`src/hdl/tlct_pkg.sv`:
```
// Shared types and constants for the text line/column tracker.
`default_nettype none
package tlct_pkg;

  typedef logic [1:0] kind_t;
  typedef logic [7:0] byte_t;

  localparam kind_t KIND_BYTE  = 2'd0;
  localparam kind_t KIND_FIRST = 2'd1;
  localparam kind_t KIND_EMPTY = 2'd2;
  localparam kind_t KIND_EOF   = 2'd3;

  localparam byte_t CH_NL    = 8'h0A;
  localparam byte_t CH_CR    = 8'h0D;
  localparam byte_t CH_TAB   = 8'h09;
  localparam byte_t CH_SPACE = 8'h20;
  localparam byte_t CH_PRINT_LO = 8'h21;
  localparam byte_t CH_PRINT_HI = 8'h7E;

  localparam int TAB_W = 5;
  typedef logic [TAB_W-1:0] tab_t;
  localparam tab_t TAB_WIDTH_RST = 5'd8;

  typedef logic cfg_idx_t;
  localparam cfg_idx_t CFG_TAB_WIDTH = 1'b0;
  localparam cfg_idx_t CFG_USE_STOPS = 1'b1;

endpackage
`default_nettype wire

```
`src/hdl/tlct_rem_unit.sv`:
```
// Iterative restoring remainder unit, one dividend bit per cycle.
`default_nettype none
module tlct_rem_unit #(
  parameter int DIVIDEND_W = 17,
  parameter int DIVISOR_W  = 5
) (
  input  wire logic                  clk,
  input  wire logic                  rst_n,
  input  wire logic                  start,
  input  wire logic [DIVIDEND_W-1:0] dividend,
  input  wire logic [DIVISOR_W-1:0]  divisor,
  output logic                       done,
  output logic [DIVISOR_W-1:0]       remainder
);

  localparam int CNT_W = $clog2(DIVIDEND_W + 1);

  logic [DIVIDEND_W-1:0] quo_r, quo_nxt;
  logic [DIVISOR_W-1:0]  rem_r, rem_nxt;
  logic [DIVISOR_W-1:0]  div_r, div_nxt;
  logic [CNT_W-1:0]      cnt_r, cnt_nxt;
  logic                  busy_r, busy_nxt;
  logic                  done_r, done_nxt;
  logic [DIVISOR_W:0]    trial;

  always_comb begin
    quo_nxt  = quo_r;
    rem_nxt  = rem_r;
    div_nxt  = div_r;
    cnt_nxt  = cnt_r;
    busy_nxt = busy_r;
    done_nxt = 1'b0;
    trial    = {rem_r, quo_r[DIVIDEND_W-1]};
    if (start) begin
      quo_nxt  = dividend;
      rem_nxt  = '0;
      div_nxt  = divisor;
      cnt_nxt  = CNT_W'(DIVIDEND_W);
      busy_nxt = 1'b1;
    end else if (busy_r) begin
      quo_nxt = {quo_r[DIVIDEND_W-2:0], 1'b0};
      if (trial >= {1'b0, div_r}) begin
        rem_nxt = DIVISOR_W'(trial - {1'b0, div_r});
      end else begin
        rem_nxt = trial[DIVISOR_W-1:0];
      end
      cnt_nxt = cnt_r - 1'b1;
      if (cnt_r == CNT_W'(1)) begin
        busy_nxt = 1'b0;
        done_nxt = 1'b1;
      end
    end
  end

  always_ff @(posedge clk) begin
    if (!rst_n) begin
      busy_r <= 1'b0;
      done_r <= 1'b0;
      cnt_r  <= '0;
    end else begin
      busy_r <= busy_nxt;
      done_r <= done_nxt;
      cnt_r  <= cnt_nxt;
    end
    quo_r <= quo_nxt;
    rem_r <= rem_nxt;
    div_r <= div_nxt;
  end

  assign done      = done_r;
  assign remainder = rem_r;

endmodule
`default_nettype wire

```
`src/hdl/text_line_column_tracker.sv`:
```
// Top level: line and column tracker for a tokenized text byte stream.
//
// Input stream: in_tdata carries one text byte, in_tuser its kind (byte
// inside a token, first byte of a token, empty token, end of file).
// Token starts, empty tokens and end of file each produce one request on
// the output stream: the line/column reached before that byte, with
// out_tlast high for the end-of-file position. Plain token bytes produce
// nothing.
// Most bytes are done as soon as they are accepted. A tab in tab-stop mode with a
// width above 1 holds the input: the stop is found by a remainder unit that
// retires one bit of column + width + 1 per cycle, during which in_tready
// is low.
// A result is in the output register in the cycle after its byte; no byte
// is accepted while it waits for out_tready. The cfg channel is always
// ready and should be written only while idle. Reset (rst_n low,
// synchronous) sets line and column to 1, clears pending UTF-8 skips, and
// loads tab width 8 with tab stops on.
// End of file returns line and column to 1; the registers are kept.
`default_nettype none
module text_line_column_tracker
  import tlct_pkg::*;
#(
  parameter int LINE_BITS   = 24,
  parameter int COLUMN_BITS = 16
) (
  input  wire logic                   clk,
  input  wire logic                   rst_n,
  // cfg
  input  wire logic                   cfg_valid,
  output logic                        cfg_ready,
  input  wire logic                   cfg_index,
  input  wire logic [TAB_W-1:0]       cfg_data,
  // input stream
  input  wire logic                   in_tvalid,
  output logic                        in_tready,
  input  wire logic [7:0]             in_tdata,   // [7:0] byte_value
  input  wire logic [1:0]             in_tuser,   // [1:0] kind
  // output stream
  output logic                        out_tvalid,
  input  wire logic                   out_tready,
  output logic [((LINE_BITS+COLUMN_BITS+7)/8)*8-1:0] out_tdata,
                                      // line_number, then column_number, zero pad
  output logic                        out_tlast   // is_final
);

  localparam int DIVD_W = COLUMN_BITS + 1;
  localparam int OUT_W  = ((LINE_BITS + COLUMN_BITS + 7) / 8) * 8;
  localparam logic [LINE_BITS-1:0]   LINE_MAX = {LINE_BITS{1'b1}};
  localparam logic [COLUMN_BITS-1:0] COL_MAX  = {COLUMN_BITS{1'b1}};
  localparam logic [LINE_BITS-1:0]   LINE_ONE = LINE_BITS'(1);
  localparam logic [COLUMN_BITS-1:0] COL_ONE  = COLUMN_BITS'(1);

  localparam logic ST_IDLE = 1'b0;
  localparam logic ST_DIV  = 1'b1;

  logic                   state_r, state_nxt;
  logic [LINE_BITS-1:0]   line_r, line_nxt;
  logic [COLUMN_BITS-1:0] col_r, col_nxt;
  logic [1:0]             skip_r, skip_nxt;
  tab_t                   tab_width_r;
  logic                   use_stops_r;
  logic [DIVD_W-1:0]      tab_sum_r, tab_sum_nxt;

  logic                   out_valid_r, out_valid_nxt;
  logic [LINE_BITS-1:0]   out_line_r;
  logic [COLUMN_BITS-1:0] out_col_r;
  logic                   out_last_r;

  logic                   in_acc;
  kind_t                  kind;
  byte_t                  b;
  logic [1:0]             skip_eff;
  logic [DIVD_W-1:0]      col_ext, sum_one, sum_tab, stop_col;
  logic [COLUMN_BITS-1:0] col_plus1, col_plus_tab, col_stop;
  logic                   div_start, div_done;
  tab_t                   div_rem;

  assign kind      = kind_t'(in_tuser);
  assign b         = in_tdata;
  assign in_tready = (state_r == ST_IDLE) && (!out_valid_r || out_tready);
  assign in_acc    = in_tvalid && in_tready;
  assign cfg_ready = 1'b1;

  assign col_ext      = {1'b0, col_r};
  assign sum_one      = col_ext + DIVD_W'(1);
  assign sum_tab      = col_ext + DIVD_W'(tab_width_r);
  assign col_plus1    = sum_one[COLUMN_BITS] ? COL_MAX : sum_one[COLUMN_BITS-1:0];
  assign col_plus_tab = sum_tab[COLUMN_BITS] ? COL_MAX : sum_tab[COLUMN_BITS-1:0];
  assign stop_col     = tab_sum_r - DIVD_W'(div_rem);
  assign col_stop     = stop_col[COLUMN_BITS] ? COL_MAX : stop_col[COLUMN_BITS-1:0];

  always_comb begin
    state_nxt   = state_r;
    line_nxt    = line_r;
    col_nxt     = col_r;
    skip_nxt    = skip_r;
    tab_sum_nxt = tab_sum_r;
    div_start   = 1'b0;
    skip_eff    = (kind == KIND_FIRST) ? 2'd0 : skip_r;
    if (state_r == ST_DIV) begin
      if (div_done) begin
        col_nxt   = col_stop;
        state_nxt = ST_IDLE;
      end
    end else if (in_acc) begin
      if (kind == KIND_EMPTY) begin
        skip_nxt = 2'd0;
      end else if (kind == KIND_EOF) begin
        skip_nxt = 2'd0;
        line_nxt = LINE_ONE;
        col_nxt  = COL_ONE;
      end else if (skip_eff != 2'd0) begin
        skip_nxt = skip_eff - 2'd1;
      end else begin
        skip_nxt = 2'd0;
        if (b == CH_NL) begin
          col_nxt = COL_ONE;
          if (line_r != LINE_MAX) begin
            line_nxt = line_r + LINE_ONE;
          end
        end else if (b == CH_CR) begin
          col_nxt = col_r;
        end else if (b == CH_TAB) begin
          if (use_stops_r && (tab_width_r > tab_t'(1))) begin
            tab_sum_nxt = sum_tab + DIVD_W'(1);
            div_start   = 1'b1;
            state_nxt   = ST_DIV;
          end else begin
            col_nxt = col_plus_tab;
          end
        end else if (b == CH_SPACE) begin
          col_nxt = col_plus1;
        end else if (b[7:3] == 5'b11110) begin
          col_nxt  = col_plus1;
          skip_nxt = 2'd3;
        end else if (b[7:4] == 4'b1110) begin
          col_nxt  = col_plus1;
          skip_nxt = 2'd2;
        end else if (b[7:5] == 3'b110) begin
          col_nxt  = col_plus1;
          skip_nxt = 2'd1;
        end else if (b >= CH_PRINT_LO && b <= CH_PRINT_HI) begin
          col_nxt = col_plus1;
        end
      end
    end
  end

  assign out_valid_nxt = (in_acc && (kind != KIND_BYTE)) ? 1'b1 :
                         (out_tready ? 1'b0 : out_valid_r);

  tlct_rem_unit #(
    .DIVIDEND_W (DIVD_W),
    .DIVISOR_W  (TAB_W)
  ) u_rem (
    .clk       (clk),
    .rst_n     (rst_n),
    .start     (div_start),
    .dividend  (tab_sum_nxt),
    .divisor   (tab_width_r),
    .done      (div_done),
    .remainder (div_rem)
  );

  always_ff @(posedge clk) begin
    if (!rst_n) begin
      state_r     <= ST_IDLE;
      line_r      <= LINE_ONE;
      col_r       <= COL_ONE;
      skip_r      <= 2'd0;
      tab_width_r <= TAB_WIDTH_RST;
      use_stops_r <= 1'b1;
      out_valid_r <= 1'b0;
    end else begin
      state_r     <= state_nxt;
      line_r      <= line_nxt;
      col_r       <= col_nxt;
      skip_r      <= skip_nxt;
      out_valid_r <= out_valid_nxt;
      if (cfg_valid && cfg_ready) begin
        if (cfg_index == CFG_TAB_WIDTH) begin
          tab_width_r <= cfg_data;
        end else begin
          use_stops_r <= cfg_data[0];
        end
      end
    end
    tab_sum_r <= tab_sum_nxt;
    if (in_acc && (kind != KIND_BYTE)) begin
      out_line_r <= line_r;
      out_col_r  <= col_r;
      out_last_r <= (kind == KIND_EOF);
    end
  end

  assign out_tvalid = out_valid_r;
  assign out_tdata  = OUT_W'({out_col_r, out_line_r});
  assign out_tlast  = out_last_r;

  a_pos_nonzero: assert property (@(posedge clk) disable iff (!rst_n)
    (line_r != '0) && (col_r != '0))
    else $error("line or column reached zero");

  a_done_in_div: assert property (@(posedge clk) disable iff (!rst_n)
    div_done |-> (state_r == ST_DIV))
    else $error("remainder done outside tab-stop step");

  a_eof_restart: assert property (@(posedge clk) disable iff (!rst_n)
    (in_acc && (kind == KIND_EOF)) |=> (line_r == LINE_ONE) && (col_r == COL_ONE)
      && (skip_r == 2'd0))
    else $error("end of file did not restart position");

endmodule
`default_nettype wire

```
`config.mk`:
```
export PLATFORM = sky130hd
export DESIGN_NAME = text_line_column_tracker
export DESIGN_NICKNAME = d
export VERILOG_FILES = /design/src/hdl/tlct_pkg.sv /design/src/hdl/tlct_rem_unit.sv /design/src/hdl/text_line_column_tracker.sv
export SDC_FILE = /design/constraint.sdc
export NUM_CORES = 1
export LEC_CHECK = 0
export ABC_CLOCK_PERIOD_IN_PS = 4600
export BUFFER_PORTS_ARGS = -buffer_cell sky130_fd_sc_hd__buf_2
export CAP_MARGIN = 30
export CORE_MARGIN = 1.5
export CORE_UTILIZATION = 39
export CTS_CLUSTER_DIAMETER = 150
export DETAILED_ROUTE_END_ITERATION = 8
export PLACE_DENSITY = 0.57
export RECOVER_POWER = 100
export SYNTH_ARGS = -nofsm -noshare
export SYNTH_HDL_FRONTEND = slang
export SYNTH_SLANG_ARGS = --single-unit
export TNS_END_PERCENT = 30
```
`constraint.sdc`:
```
create_clock -name clk -period 4.6 [get_ports clk]
set_input_delay 0.92 -clock clk [delete_from_list [all_inputs] [get_ports clk]]
set_output_delay 0.92 -clock clk [all_outputs]
set_load 0.03 [all_outputs]
```
## Word level (Yosys, flattened, before mapping)

Cells that the tools add are included.
Widths: inputs -> output; s select.

- Add/subtract/negate cells: 8
- $lt $le $gt $ge: 4
- Equality and inequality tests: 18
- Mux-type cells: 64
- Bitwise logic cells: 5
- Reductions and logical operators: 22

Operators with widths:

| kind | count |
|---|---|
| $mux 16 | 18 |
| $mux 17 | 11 |
| $mux 24 | 4 |
| $add 24x1->24 const B | 1 |
| $eq 8x4->1 const B | 3 |
| $ne 24x24->1 const B | 1 |
| $mux 2 | 10 |
| $mux 1 | 18 |
| $add 16x1->17 const B | 1 |
| $add 16x5->17 | 1 |
| $add 17x1->17 const B | 1 |
| $sub 17x5->17 | 1 |
| $mux 5 | 3 |
| $reduce_bool 2->1 | 7 |
| $reduce_bool 9->1 | 1 |
| $eq 8x6->1 const B | 1 |
| $ge 8x6->1 const B | 1 |
| $le 8x7->1 const B | 1 |
| $reduce_and 7->1 | 1 |
| $ge 6x5->1 | 1 |
| $reduce_and 2->1 | 3 |
| $reduce_and 6->1 | 1 |
| $eq 5x1->1 const B | 1 |
| $eq 5x5->1 const B | 1 |
| other kinds (19) | 29 |

- Flip-flop bits (word level): 142
- Input bits: 21
- Output and inout bits: 44
- Word-level logic and storage cells: 139

## Logic depth before layout (Yosys ltp)

Gate-level depths: netlist of the first run.

- Depth in word-level cells: 15
- Gate-level depth with buffers: 11
- Gate-level depth less buffers: 11

## By module

From an unflattened synthesis of the first run, not the netlist that was laid out.

- Cells, all modules: 805
- Area total of the unflattened synthesis: 7648.6 µm²

Modules (own cells, without submodules):

| module | times used | cells each | area an instance (µm²) | seq. area each (µm²) |
|---|---|---|---|---|
| text_line_column_tracker | 1 | 680 | 6048.3 | 2572.5 |
| tlct_rem_unit | 1 | 125 | 1600.3 | 900.9 |

## Worst setup path after synthesis of the first run

Ideal clock, no wire load.

- Path kind: input to register
- From: input out_tready
- To: register out_col_r[0], enable pin
- Setup time: 0.455 ns
- Arrival time: 3.652 ns
- Data required time: 4.145 ns
- Path slack: 0.494 ns
- Cell stages on the path: 4
- Path buffers: 1
- Cells stage by stage: nor2b_1 > or3b_2 > clkbuf_1 > a21oi_1

- Cells in the longest elaborated chain, start to end: 4

Ends and longest elaborated chain:

| element | RTL line | RTL |
|---|---|---|
| start: declaration | text_line_column_tracker.sv:40 | `input wire logic out_tready,` |
| $logic_or 1x1->1 | text_line_column_tracker.sv:80 | `assign in_tready = (state_r == ST_IDLE) && (!out_valid_r \|\| out_tready);` |
| $logic_and 1x1->1 | text_line_column_tracker.sv:80 |  |
| $logic_and 1x1->1 | text_line_column_tracker.sv:81 | `assign in_acc = in_tvalid && in_tready;` |
| $logic_and 1x1->1 | text_line_column_tracker.sv:189 | `if (in_acc && (kind != KIND_BYTE)) begin` |
| end signal: assignment | text_line_column_tracker.sv:191 | `out_col_r <= col_r;` |
| end: declaration | text_line_column_tracker.sv:66 | `logic [COLUMN_BITS-1:0] out_col_r;` |

Every way passes these cells.
A chain may end at the register's enable or synchronous reset.

## Final worst setup path of the first run

- From: register state_r
- To: register out_line_r[8], enable pin

- Cells in the longest elaborated chain, start to end: 4

Ends and longest elaborated chain:

| element | RTL line | RTL |
|---|---|---|
| start: declaration | text_line_column_tracker.sv:56 | `logic state_r, state_nxt;` |
| start signal: assignment | text_line_column_tracker.sv:175 | `state_r <= state_nxt;` |
| $not 1->1 (no source line) | n/a |  |
| $logic_and 1x1->1 | text_line_column_tracker.sv:80 |  |
| $logic_and 1x1->1 | text_line_column_tracker.sv:81 |  |
| $logic_and 1x1->1 | text_line_column_tracker.sv:189 |  |
| end signal: assignment | text_line_column_tracker.sv:190 | `out_line_r <= line_r;` |
| end: declaration | text_line_column_tracker.sv:65 | `logic [LINE_BITS-1:0] out_line_r;` |

Every way passes these cells.

==> results of run 1 <==
-- state kept, by name, indices dropped and copies added, names as in the netlist --
signal	cells
col_r	16
line_r	24
out_col_r	16
out_line_r	24
out_tlast	1
out_tvalid	1
skip_r	2
state_r	1
tab_sum_r	17
tab_width_r	5
u_rem.busy_r	1
u_rem.cnt_r	5
u_rem.div_r	5
u_rem.done	1
u_rem.quo_r	17
u_rem.remainder	5
use_stops_r	1
-- metrics by stage --
| stage | setup slack, ns | total power [uW] |
|---|---|---|
| after detailed placement | 1.123 | 1785 |
| final | 0.8522 | 3095 |
| after global routing | 0.5396 | 3230 |
| after global placement | 1.221 | 1780 |
| after floorplan | 0.4938 | 1690 |
| after CTS | 1.271 | 3143 |
-- critical path, delay by kind of cell, from the launching register on --
family	cells	cell delay [ns]
AND/OR/NAND/NOR	1	0.66
flip-flops	1	0.52
AO/OA/AOI/OAI	1	1.52
buffers and inverters	1	0.67
-- cells in the mapped netlist (15+ instances only) --
cell type and count:
o21ai_0 54, xnor2_1 36, a21oi_1 28, nor2_1 76, xor2_1 37, dfxtp_1 79, nand3_1 25, a31oi_1 15
ha_1 20, nor2b_1 16, nand2_1 64, inv_1 23, clkbuf_1 25, edfxtp_1 63
-- cell families (layout without fill, tap and decap cells) --
kind of cell    count (synthesis)  count (layout)  synth area share (%)
flops                         142             142                 47.76
xor+xnor                       73              73                 8.791
other cells                     1               1               0.05156
mux                            15              15                 2.271
fa+ha+maj                      23              23                 4.266
simple gates                  275             275                 19.25
buf+inv                        58             126                 3.268
compound gates                160             160                 14.35
-- report_power, final --
group	switching (uW)	internal (uW)	leakage [uW]	total, uW
clock	615	730	0.000288	1350
sequential	57.0	1370	0.00123	1420
combinational	213	114	0.00154	327
total	885	2210	0.00306	3100
-- path summary, 6_finish.rpt --
kind / to / slack [ns] / cells past startpoint
max reg2reg: out_line_r[8] / 0.85 / 3
max: out_line_r[8] / 0.85 / 3
min reg2reg: tab_sum_r[0] / 0.45 / 1
min: tab_sum_r[0] / 0.45 / 1
-- layout by cell type, fill, tap and decap left out, drive strengths merged, types with 4 or more instances in the layout --
master | netlist | routed
dfxtp | 79 | 79
nor2 | 77 | 77
clkbuf | 25 | 68
nand2 | 65 | 65
edfxtp | 63 | 63
o21ai | 55 | 55
xor2 | 37 | 37
xnor2 | 36 | 36
inv | 23 | 34
a21oi | 29 | 29
nand3 | 25 | 25
ha | 20 | 20
buf | 10 | 20
nor2b | 16 | 16
a31oi | 15 | 15
nand4 | 13 | 13
and3 | 13 | 13
nor3 | 13 | 13
nand2b | 11 | 11
a21o | 11 | 11
nor4 | 9 | 9
mux2i | 9 | 9
o21a | 8 | 8
o221ai | 8 | 8
or3 | 8 | 8
and2 | 7 | 7
a211oi | 6 | 6
mux2 | 6 | 6
and4 | 5 | 5
a21boi | 5 | 5
nor4b | 4 | 4
-- area by class of cell --
type | count | area share, %
multi-input combinational | 547 | 42.67
sequential | 142 | 42.06
clock buffer | 17 | 5.152
timing repair buffer | 71 | 3.636
tap | 229 | 3.470
clock inverter | 15 | 1.970
inverter | 23 | 1.045
-- metal layers --
layer  vias up  part of all wire [%]  track usage, %
met1      2668                    47           23.91
li1       2808                     -               -
met3        23                   3.8           3.854
met2        97                    48           28.91
met4         0                   1.5           7.147
met5         -                     0               0
==> qor.txt, run 1 <==
Reg clk slew, reported paths = 0.07 ns
die width = 139.6 um
finished layout cell area = 0.008258 mm2
max_slew headroom = -32.56%
final wirelength = 16.81 mm
number of diodes = 0
largest net degree at the start of global routing = 35
GRT Overall Usage = 18.06%
Post-CTS Hold Buffers = 0
vias in the first global route = 5403
failing checks = design-rule violations, max-capacitance violations, max-slew violations
cts bufs inserted = 17
H-tree lvl count = 4
drc violations = 8
Synth top area share = 26.01%
post-layout minimum cycle time = 3.748 ns
number of synthesized flops with an enable pin = 63
critical path capture point type = register
syn nets = 791
HP Class = register to register
routability cong. = 0.9099
CTS Sinks = 142
worst path cell trace = or3b_2 -> a21oi_1 -> clkbuf_2
Synth area leader = edfxtp_1
syn avg cell area = 9.737 um2
Critical Path Max Stage Delay = 1.52 ns
final core occ = 45.50%
WL/cell = 16.10 um
Area after DPL = 0.007802 mm2
library cells used by synthesis = 66
crit path max-delay cell type = a21oi_1
vias = 5596
RSZ-0062 raised after global routing = false
ratio of cells with drive above 1 in the final layout = 8.098%
PostCTS Resize Cnt = 0
fillers = 1760
run status = complete, but fails checks
global-route wire length before repair = 27.87 mm
Leakage = 0.003059 uW
Sum Neg Setup Slack = 0 ns
Inst Count DP = 1012
Post-Synthesis Cells = 747
Slew @ Worst Pin = 1.988 ns
CTS root buf = clkbuf_16
Final Setup Violations = 0
worst hold slack = 0.4506 ns
via count normalized by instance count = 5.360
Detailed Place HPWL = 12.40 mm
setup bufs post-CTS = 0
FF+latch count, synth = 142
remaining global-route overflow = 0
die area = 0.01948 mm2
final hold violations = 0
Bufs on Longest Clock Path = 2
Max-cap violations = 1
synth warn = 0
initial antenna violation count = 0
# rows = 49
Fmax = 0.2668 GHz
Critical Path Source Type = register
worst-path maximum fanout = 22
CTS tree = yes
port bufs = 63
die height = 139.6 um
fin. max-slew vios = 22
Max VDD drop = 0.2713 mV
register area share after synthesis = 47.76%
Nets = 846
PD cells = 374.8 mW/mm2
Mapped Area = 0.007273 mm2
area occupied by multi-input gates = 0.003523 mm2
CORE AREA = 0.01815 mm2
IO Count = 65
Initial Utilization = 40.08%
Worst Skew = 0.01229 ns
critical path startpoint = state_r
hold path start = tab_sum_r[0]
Final period util = 81.47%
drt first pass iters = 7
1st-iter DRT viols = 245
synthesis-to-finish area growth = 13.54%
CP required = 4.66 ns
post-route ant nets = 0
Main synth FF type = dfxtp_1
Final Non-Filler Cells = 1044
async set-or-reset flop fraction in the synthesized netlist = 0%
Skew-Pair Late Insertion Delay = 0.43 ns
Synth area leaders = edfxtp_1 (26%), dfxtp_1 (22%), xor2_1 (4.5%)
Storage cell area = 0.003473 mm2
worst reg2reg startpoint = state_r
WS Path Type = register to register
WP data arrival = 3.81 ns
(Power assumes the default switching activity.)
==> inputs of run 2 (changes only) <==
Settings changed: ABC_CLOCK_PERIOD_IN_PS 4600 to 3600.
Clock period 4.6 ns to 3.6 ns, I/O delays scaled along.
==> qor.txt, run 2 (synthesis results as in run 1) <==
run status = complete, but fails checks
failing checks = design-rule violations, max-capacitance violations, max-slew violations
RSZ-0062 raised after global routing = false
global-route wire length before repair = 28.15 mm (+1.0%)
H-tree lvl count = 4 (unchanged)
drt first pass iters = 7 (unchanged)
critical path capture point type = register
CP required = 3.78 ns (-0.88 ns)
Final Setup Violations = 0 (unchanged)
largest net degree at the start of global routing = 43 (+23%)
drc violations = 8 (unchanged)
PostCTS Resize Cnt = 0 (unchanged)
IO Count = 65 (unchanged)
Max-cap violations = 1 (unchanged)
reg-to-reg endpoint = u_rem.quo_r[14]
CTS Sinks = 142 (unchanged)
Worst Skew = 0.01479 ns (+0.002505 ns)
crit path max-delay cell type = or3_1
worst path cell trace = ha_1 -> fa_1 -> a211oi_1 -> o21ba_2 -> nor2_4 -> xnor2_1 -> or3_1 -> nor4_1 -> xnor2_1 -> mux2_4
remaining global-route overflow = 0 (unchanged)
hold endpoint = tab_sum_r[0]
number of diodes = 0 (unchanged)
Nets = 851 (+0.59%)
Bufs on Longest Clock Path = 2 (unchanged)
die width = 139.6 um (unchanged)
setup slack, reg-to-reg = 0.29 ns (-0.57 ns)
worst reg2reg startpoint = col_r[0]
WL/cell = 16.38 um (+1.8%)
Detailed Place HPWL = 12.29 mm (-0.86%)
die area = 0.01948 mm2 (unchanged)
Top cell by count, worst path = xnor2_1
GRT Overall Usage = 18.12% (+0.065 points)
# rows = 49 (unchanged)
initial antenna violation count = 0 (unchanged)
Reg clk slew, reported paths = 0.07 ns (about the same)
WP data arrival = 3.50 ns (-0.31 ns)
Max VDD drop = 0.3359 mV (+24%)
final hold violations = 0 (unchanged)
final core occ = 46.06% (+0.56 points)
hold depth = 1 (unchanged)
fin. max-slew vios = 34 (+55%)
most frequent cells in the layout = dfxtp_1 (79), nor2_1 (76), nand2_1 (65)
Slew @ Worst Pin = 1.502 ns (-0.4860 ns)
worst-path maximum fanout = 6 (-73%)
Fmax = 0.3017 GHz (+13%)
post-route ant nets = 0 (unchanged)
routability cong. = 0.9022 (-0.85%)
port bufs = 63 (unchanged)
1st-iter DRT viols = 455 (+86%)
critical path startpoint = col_r[0]
Skew-Pair Late Insertion Delay = 0.43 ns (about the same)
setup bufs post-CTS = 0 (unchanged)
Critical Path Source Type = register
pre-CTS setup slack = 0.3308 ns (-0.7918 ns)
Initial Utilization = 40.08% (unchanged)
Leakage = 0.003103 uW (+1.4%)
worst hold slack = 0.4531 ns (+0.002546 ns)
Inst Count DP = 1017 (+0.49%)
commonest non-fill, non-tap cell in the layout = dfxtp_1
via count normalized by instance count = 5.433 (+1.4%)
post-layout minimum cycle time = 3.315 ns (-0.4332 ns)
WS Path Type = register to register
Post-CTS Hold Buffers = 0 (unchanged)
final worst slack = 0.2854 ns (-0.5668 ns)
CTS tree = yes
Sum Neg Setup Slack = 0 ns (unchanged)
HP Class = register to register
Reg2Reg Depth = 10 (+7)
max_slew headroom = -0.1642% (+32 points)
CORE AREA = 0.01815 mm2 (unchanged)
largest registers = line_r x24, out_line_r x24
vias = 5699 (+1.8%)
Critical Path Max Stage Delay = 0.45 ns (-1.07 ns)
final wirelength = 17.19 mm (+2.2%)
cts bufs inserted = 17 (unchanged)
ratio of cells with drive above 1 in the final layout = 9.146% (+1.0 points)
Final period util = 92.07% (+11 points)
Final Non-Filler Cells = 1049 (+0.48%)
CTS root buf = clkbuf_16
hold path start = tab_sum_r[0]
die height = 139.6 um (unchanged)
synthesis-to-finish area growth = 14.93%
PD cells = 480.4 mW/mm2 (+28%)
vias in the first global route = 5535 (+2.4%)
run 2: cell types whose count changed in the layout (fill, tap and decap cells not counted), moves of 2 or more:
| cell | delta |
|---|---|
| clkbuf_2 | +2 |
| inv_6 | -3 |
| buf_4 | +2 |
| inv_8 | -2 |
| clkinv_8 | +5 |
run 2: layout make-up:
| cell class | instances | area (um2) |
|---|---|---|
| tap | 229 | 286.5 |
| inverter | 23 | 86.33 |
| multi-input combinational | 547 | 3546 |
| timing repair buffer | 76 | 345.3 |
| sequential | 142 | 3473 |
| clock inverter | 15 | 196.4 |
| fill | 1729 | 9788 |
| clock buffer | 17 | 425.4 |
run 2: where the power goes:
part           total (uW)  internal, uW  leakage [uW]  switching (uW)
sequential           1810          1750       0.00123            68.1
combinational         438           153       0.00157             285
clock                1760           947      0.000301             818
run 2: worst max-delay path by stage:
stage	endpoint	slack, ns
after detailed placement	u_rem.quo_r[13]	0.33
final	u_rem.quo_r[14]	0.29
after floorplan	u_rem.quo_r[13]	0.61
after global routing	u_rem.quo_r[13]	0.05
after CTS	u_rem.quo_r[13]	0.31
after global placement	u_rem.quo_r[13]	0.39
run 2: worst max-delay path, delay by kind of cell, from the launching register on:
kind / cells / cell delay, ns
and+or+nand+nor: 3 / 0.82
adders and majority gates: 2 / 0.68
AOI/OAI and AO/OA: 2 / 0.59
DFF: 1 / 0.36
xor gates and xnor gates: 2 / 0.34
muxes: 1 / 0.27
run 2: metrics by stage:
step	instance area (um2)	total power, uW
after floorplan	7277	2159
after global placement	7853	2282
after detailed placement	7853	2292
after CTS	8474	4057
after global routing	8359	4178
final	8359	4016
run 2: layer usage:
metal | track usage [%] | vias up | routed length (um)
li1 | - | 2805 | -
met2 | 28.67 | 155 | 7877
met3 | 3.441 | 26 | 980
met5 | 0 | - | 0
met4 | 7.812 | 0 | 379
met1 | 24.31 | 2713 | 7947
==> inputs of run 3 (changes only) <==
Settings changed: CELL_PAD_IN_SITES_DETAIL_PLACEMENT set to 1, CELL_PAD_IN_SITES_GLOBAL_PLACEMENT set to 1, PLACE_DENSITY 0.57 to 0.7.
==> qor.txt, run 3 (synthesis results as in run 1) <==
initial antenna violation count = 0 (unchanged)
1st-iter DRT viols = 292 (-36%)
most frequent cells in the layout = dfxtp_1 (79), nor2_1 (76), nand2_1 (65)
remaining global-route overflow = 0 (unchanged)
critical path capture point type = register
WL/cell = 19.01 um (+16%)
largest net degree at the start of global routing = 35 (-19%)
WP data arrival = 3.59 ns (+0.09 ns)
Top cell by count, worst path = xnor2_1
final hold violations = 0 (unchanged)
setup bufs post-CTS = 0 (unchanged)
synthesis-to-finish area growth = 15.28%
run status = complete, but fails checks
post-layout minimum cycle time = 3.415 ns (+0.1002 ns)
failing checks = design-rule violations, max-capacitance violations, max-slew violations
register share of total power = 44.0% (-1.2 points)
port bufs = 63 (unchanged)
Slew @ Worst Pin = 1.516 ns (+0.01311 ns)
critical path startpoint = col_r[0]
Clk network pwr share = 44.9% (+1.0 points)
via count normalized by instance count = 5.581 (+2.7%)
Inst Count DP = 1018 (+0.098%)
Final period util = 94.86% (+2.8 points)
CORE AREA = 0.01815 mm2 (unchanged)
max_slew headroom = -1.038% (-0.87 points)
post-route ant nets = 0 (unchanged)
worst reg2reg startpoint = col_r[0]
number of diodes = 0 (unchanged)
Critical Path Max Stage Delay = 0.46 ns (about the same)
Skew-Pair Late Insertion Delay = 0.43 ns (about the same)
Power Internal = 2963 uW (+4.1%)
final core occ = 46.20% (+0.14 points)
Reg clk slew, reported paths = 0.06 ns (about the same)
Leakage = 0.003121 uW (+0.60%)
Area after DPL = 0.007873 mm2 (+0.25%)
Reg2Reg Depth = 10 (unchanged)
Comb pwr share = 11.1% (+0.2 points)
Post-CTS Hold Buffers = 0 (unchanged)
Final Setup Violations = 0 (unchanged)
Final Non-Filler Cells = 1050 (+0.095%)
final wirelength = 19.96 mm (+16%)
die height = 139.6 um (unchanged)
vias in the first global route = 6136 (+11%)
setup slack, reg-to-reg = 0.19 ns (-0.10 ns)
P_sw = 1161 uW (-0.80%)
Nets = 852 (+0.12%)
CTS root buf = clkbuf_16
GRT Overall Usage = 21.20% (+3.1 points)
die width = 139.6 um (unchanged)
Sum Neg Setup Slack = 0 ns (unchanged)
reg-to-reg endpoint = u_rem.quo_r[14]
vias = 5860 (+2.8%)
CTS tree = yes
finished layout cell area = 0.008384 mm2 (+0.30%)
Tot Pwr = 4124 uW (+2.7%)
drc violations = 10 (+2)
Max-cap violations = 1 (unchanged)
IO Count = 65 (unchanged)
Initial Utilization = 40.08% (unchanged)
commonest non-fill, non-tap cell in the layout = dfxtp_1
Fmax = 0.2928 GHz (-2.9%)
Net Sw Frac = 28.16% (-0.99 points)
largest registers = line_r x24, out_line_r x24
drt first pass iters = 7 (unchanged)
# rows = 49 (unchanged)
Detailed Place HPWL = 14.71 mm (+20%)
WS Path Type = register to register
fillers = 2056 (+19%)
CTS Sinks = 142 (unchanged)
CP required = 3.78 ns (about the same)
Bufs on Longest Clock Path = 2 (unchanged)
fin. max-slew vios = 35 (+2.9%)
Worst Setup EP = u_rem.quo_r[14]
H-tree lvl count = 4 (unchanged)
Critical Path Source Type = register
RSZ-0062 raised after global routing = false
global-route wire length before repair = 32.63 mm (+16%)
Worst Skew = 0.01007 ns (-0.004726 ns)
crit path max-delay cell type = or3_4
cts bufs inserted = 17 (unchanged)
routability cong. = 0.8710 (-3.5%)
die area = 0.01948 mm2 (unchanged)
worst-path maximum fanout = 6 (unchanged)
Max VDD drop = 0.3318 mV (-1.2%)
worst path cell trace = ha_1 -> fa_1 -> a211oi_1 -> o21ba_2 -> nor2_1 -> xnor2_1 -> or3_4 -> nor4_4 -> xnor2_1 -> mux2_1
PD cells = 491.9 mW/mm2 (+2.4%)
HP Class = register to register
ratio of cells with drive above 1 in the final layout = 9.257% (+0.11 points)
run 3: cell count changes in the layout (fill, tap and decap cells not counted), sizes merged:
cell,previous run,this run
inv,29,33
bufinv,0,2
clkinv,9,3
clkbuf,70,71
run 3: area by class of cell:
class | count | area (um2) | share of cell area [%]
multi-input cells | 547 | 3558 | 42.44
clock inverters | 15 | 193.9 | 2.313
clock buffers | 17 | 425.4 | 5.074
inverters | 23 | 86.33 | 1.030
repair buffers | 77 | 360.3 | 4.298
well taps | 229 | 286.5 | 3.417
flip-flops and latches | 142 | 3473 | 41.43
run 3: metal layers:
layer  vias to the layer above  track usage, %  wire (um)
met4                         0           7.812        444
met3                        34           3.716        746
met1                      2894           27.20       8992
met5                         -               0          0
li1                       2807               -          -
met2                       125           35.85       9772
run 3: worst min path at each step:
stage / start / to / slack [ns] / cells past startpoint
after floorplan: col_r[10] / out_col_r[10] / 0.40 / 0
after global placement: tab_sum_r[2] / tab_sum_r[2] / 0.43 / 2
after detailed placement: tab_width_r[0] / u_rem.div_r[0] / 0.45 / 0
after CTS: tab_width_r[0] / u_rem.div_r[0] / 0.47 / 0
after global routing: tab_width_r[0] / u_rem.div_r[0] / 0.48 / 0
final: tab_sum_r[2] / tab_sum_r[2] / 0.47 / 2
run 3: per-stage QoR:
step                setup slack [ns]  hold slack, ns
floorplan                     0.6059          0.4029
global placement              0.4058          0.4346
detailed placement            0.2356          0.4511
CTS                           0.2077          0.4741
global route                 0.04831          0.4848
finish                        0.1852          0.4677
run 3: power by group through the flow:
| stage | clock (uW) | sequential [uW] | combinational [uW] |
|---|---|---|---|
| after floorplan | 0 | 1870 | 284 |
| after global placement | 0 | 1840 | 447 |
| after detailed placement | 0 | 1850 | 464 |
| after CTS | 1880 | 1810 | 471 |
| after global routing | 1940 | 1820 | 500 |
| final | 1850 | 1810 | 458 |
run 3: critical path, delay by kind of cell, from the launching register on:
kind                       cells  cell delay (ns)
and+or+nand+nor                3             0.79
adders and majority gates      2             0.70
AOI/OAI and AO/OA              2             0.63
DFF                            1             0.37
xor gates and xnor gates       2             0.36
muxes                          1             0.31
run 3: what timing repair did:
| action | in CTS | in global routing |
|---|---|---|
| hold endpoints to repair | 0 | 0 |
| setup endpoints to repair | 0 | 2 |
| gates resized for setup | 0 | 3 |
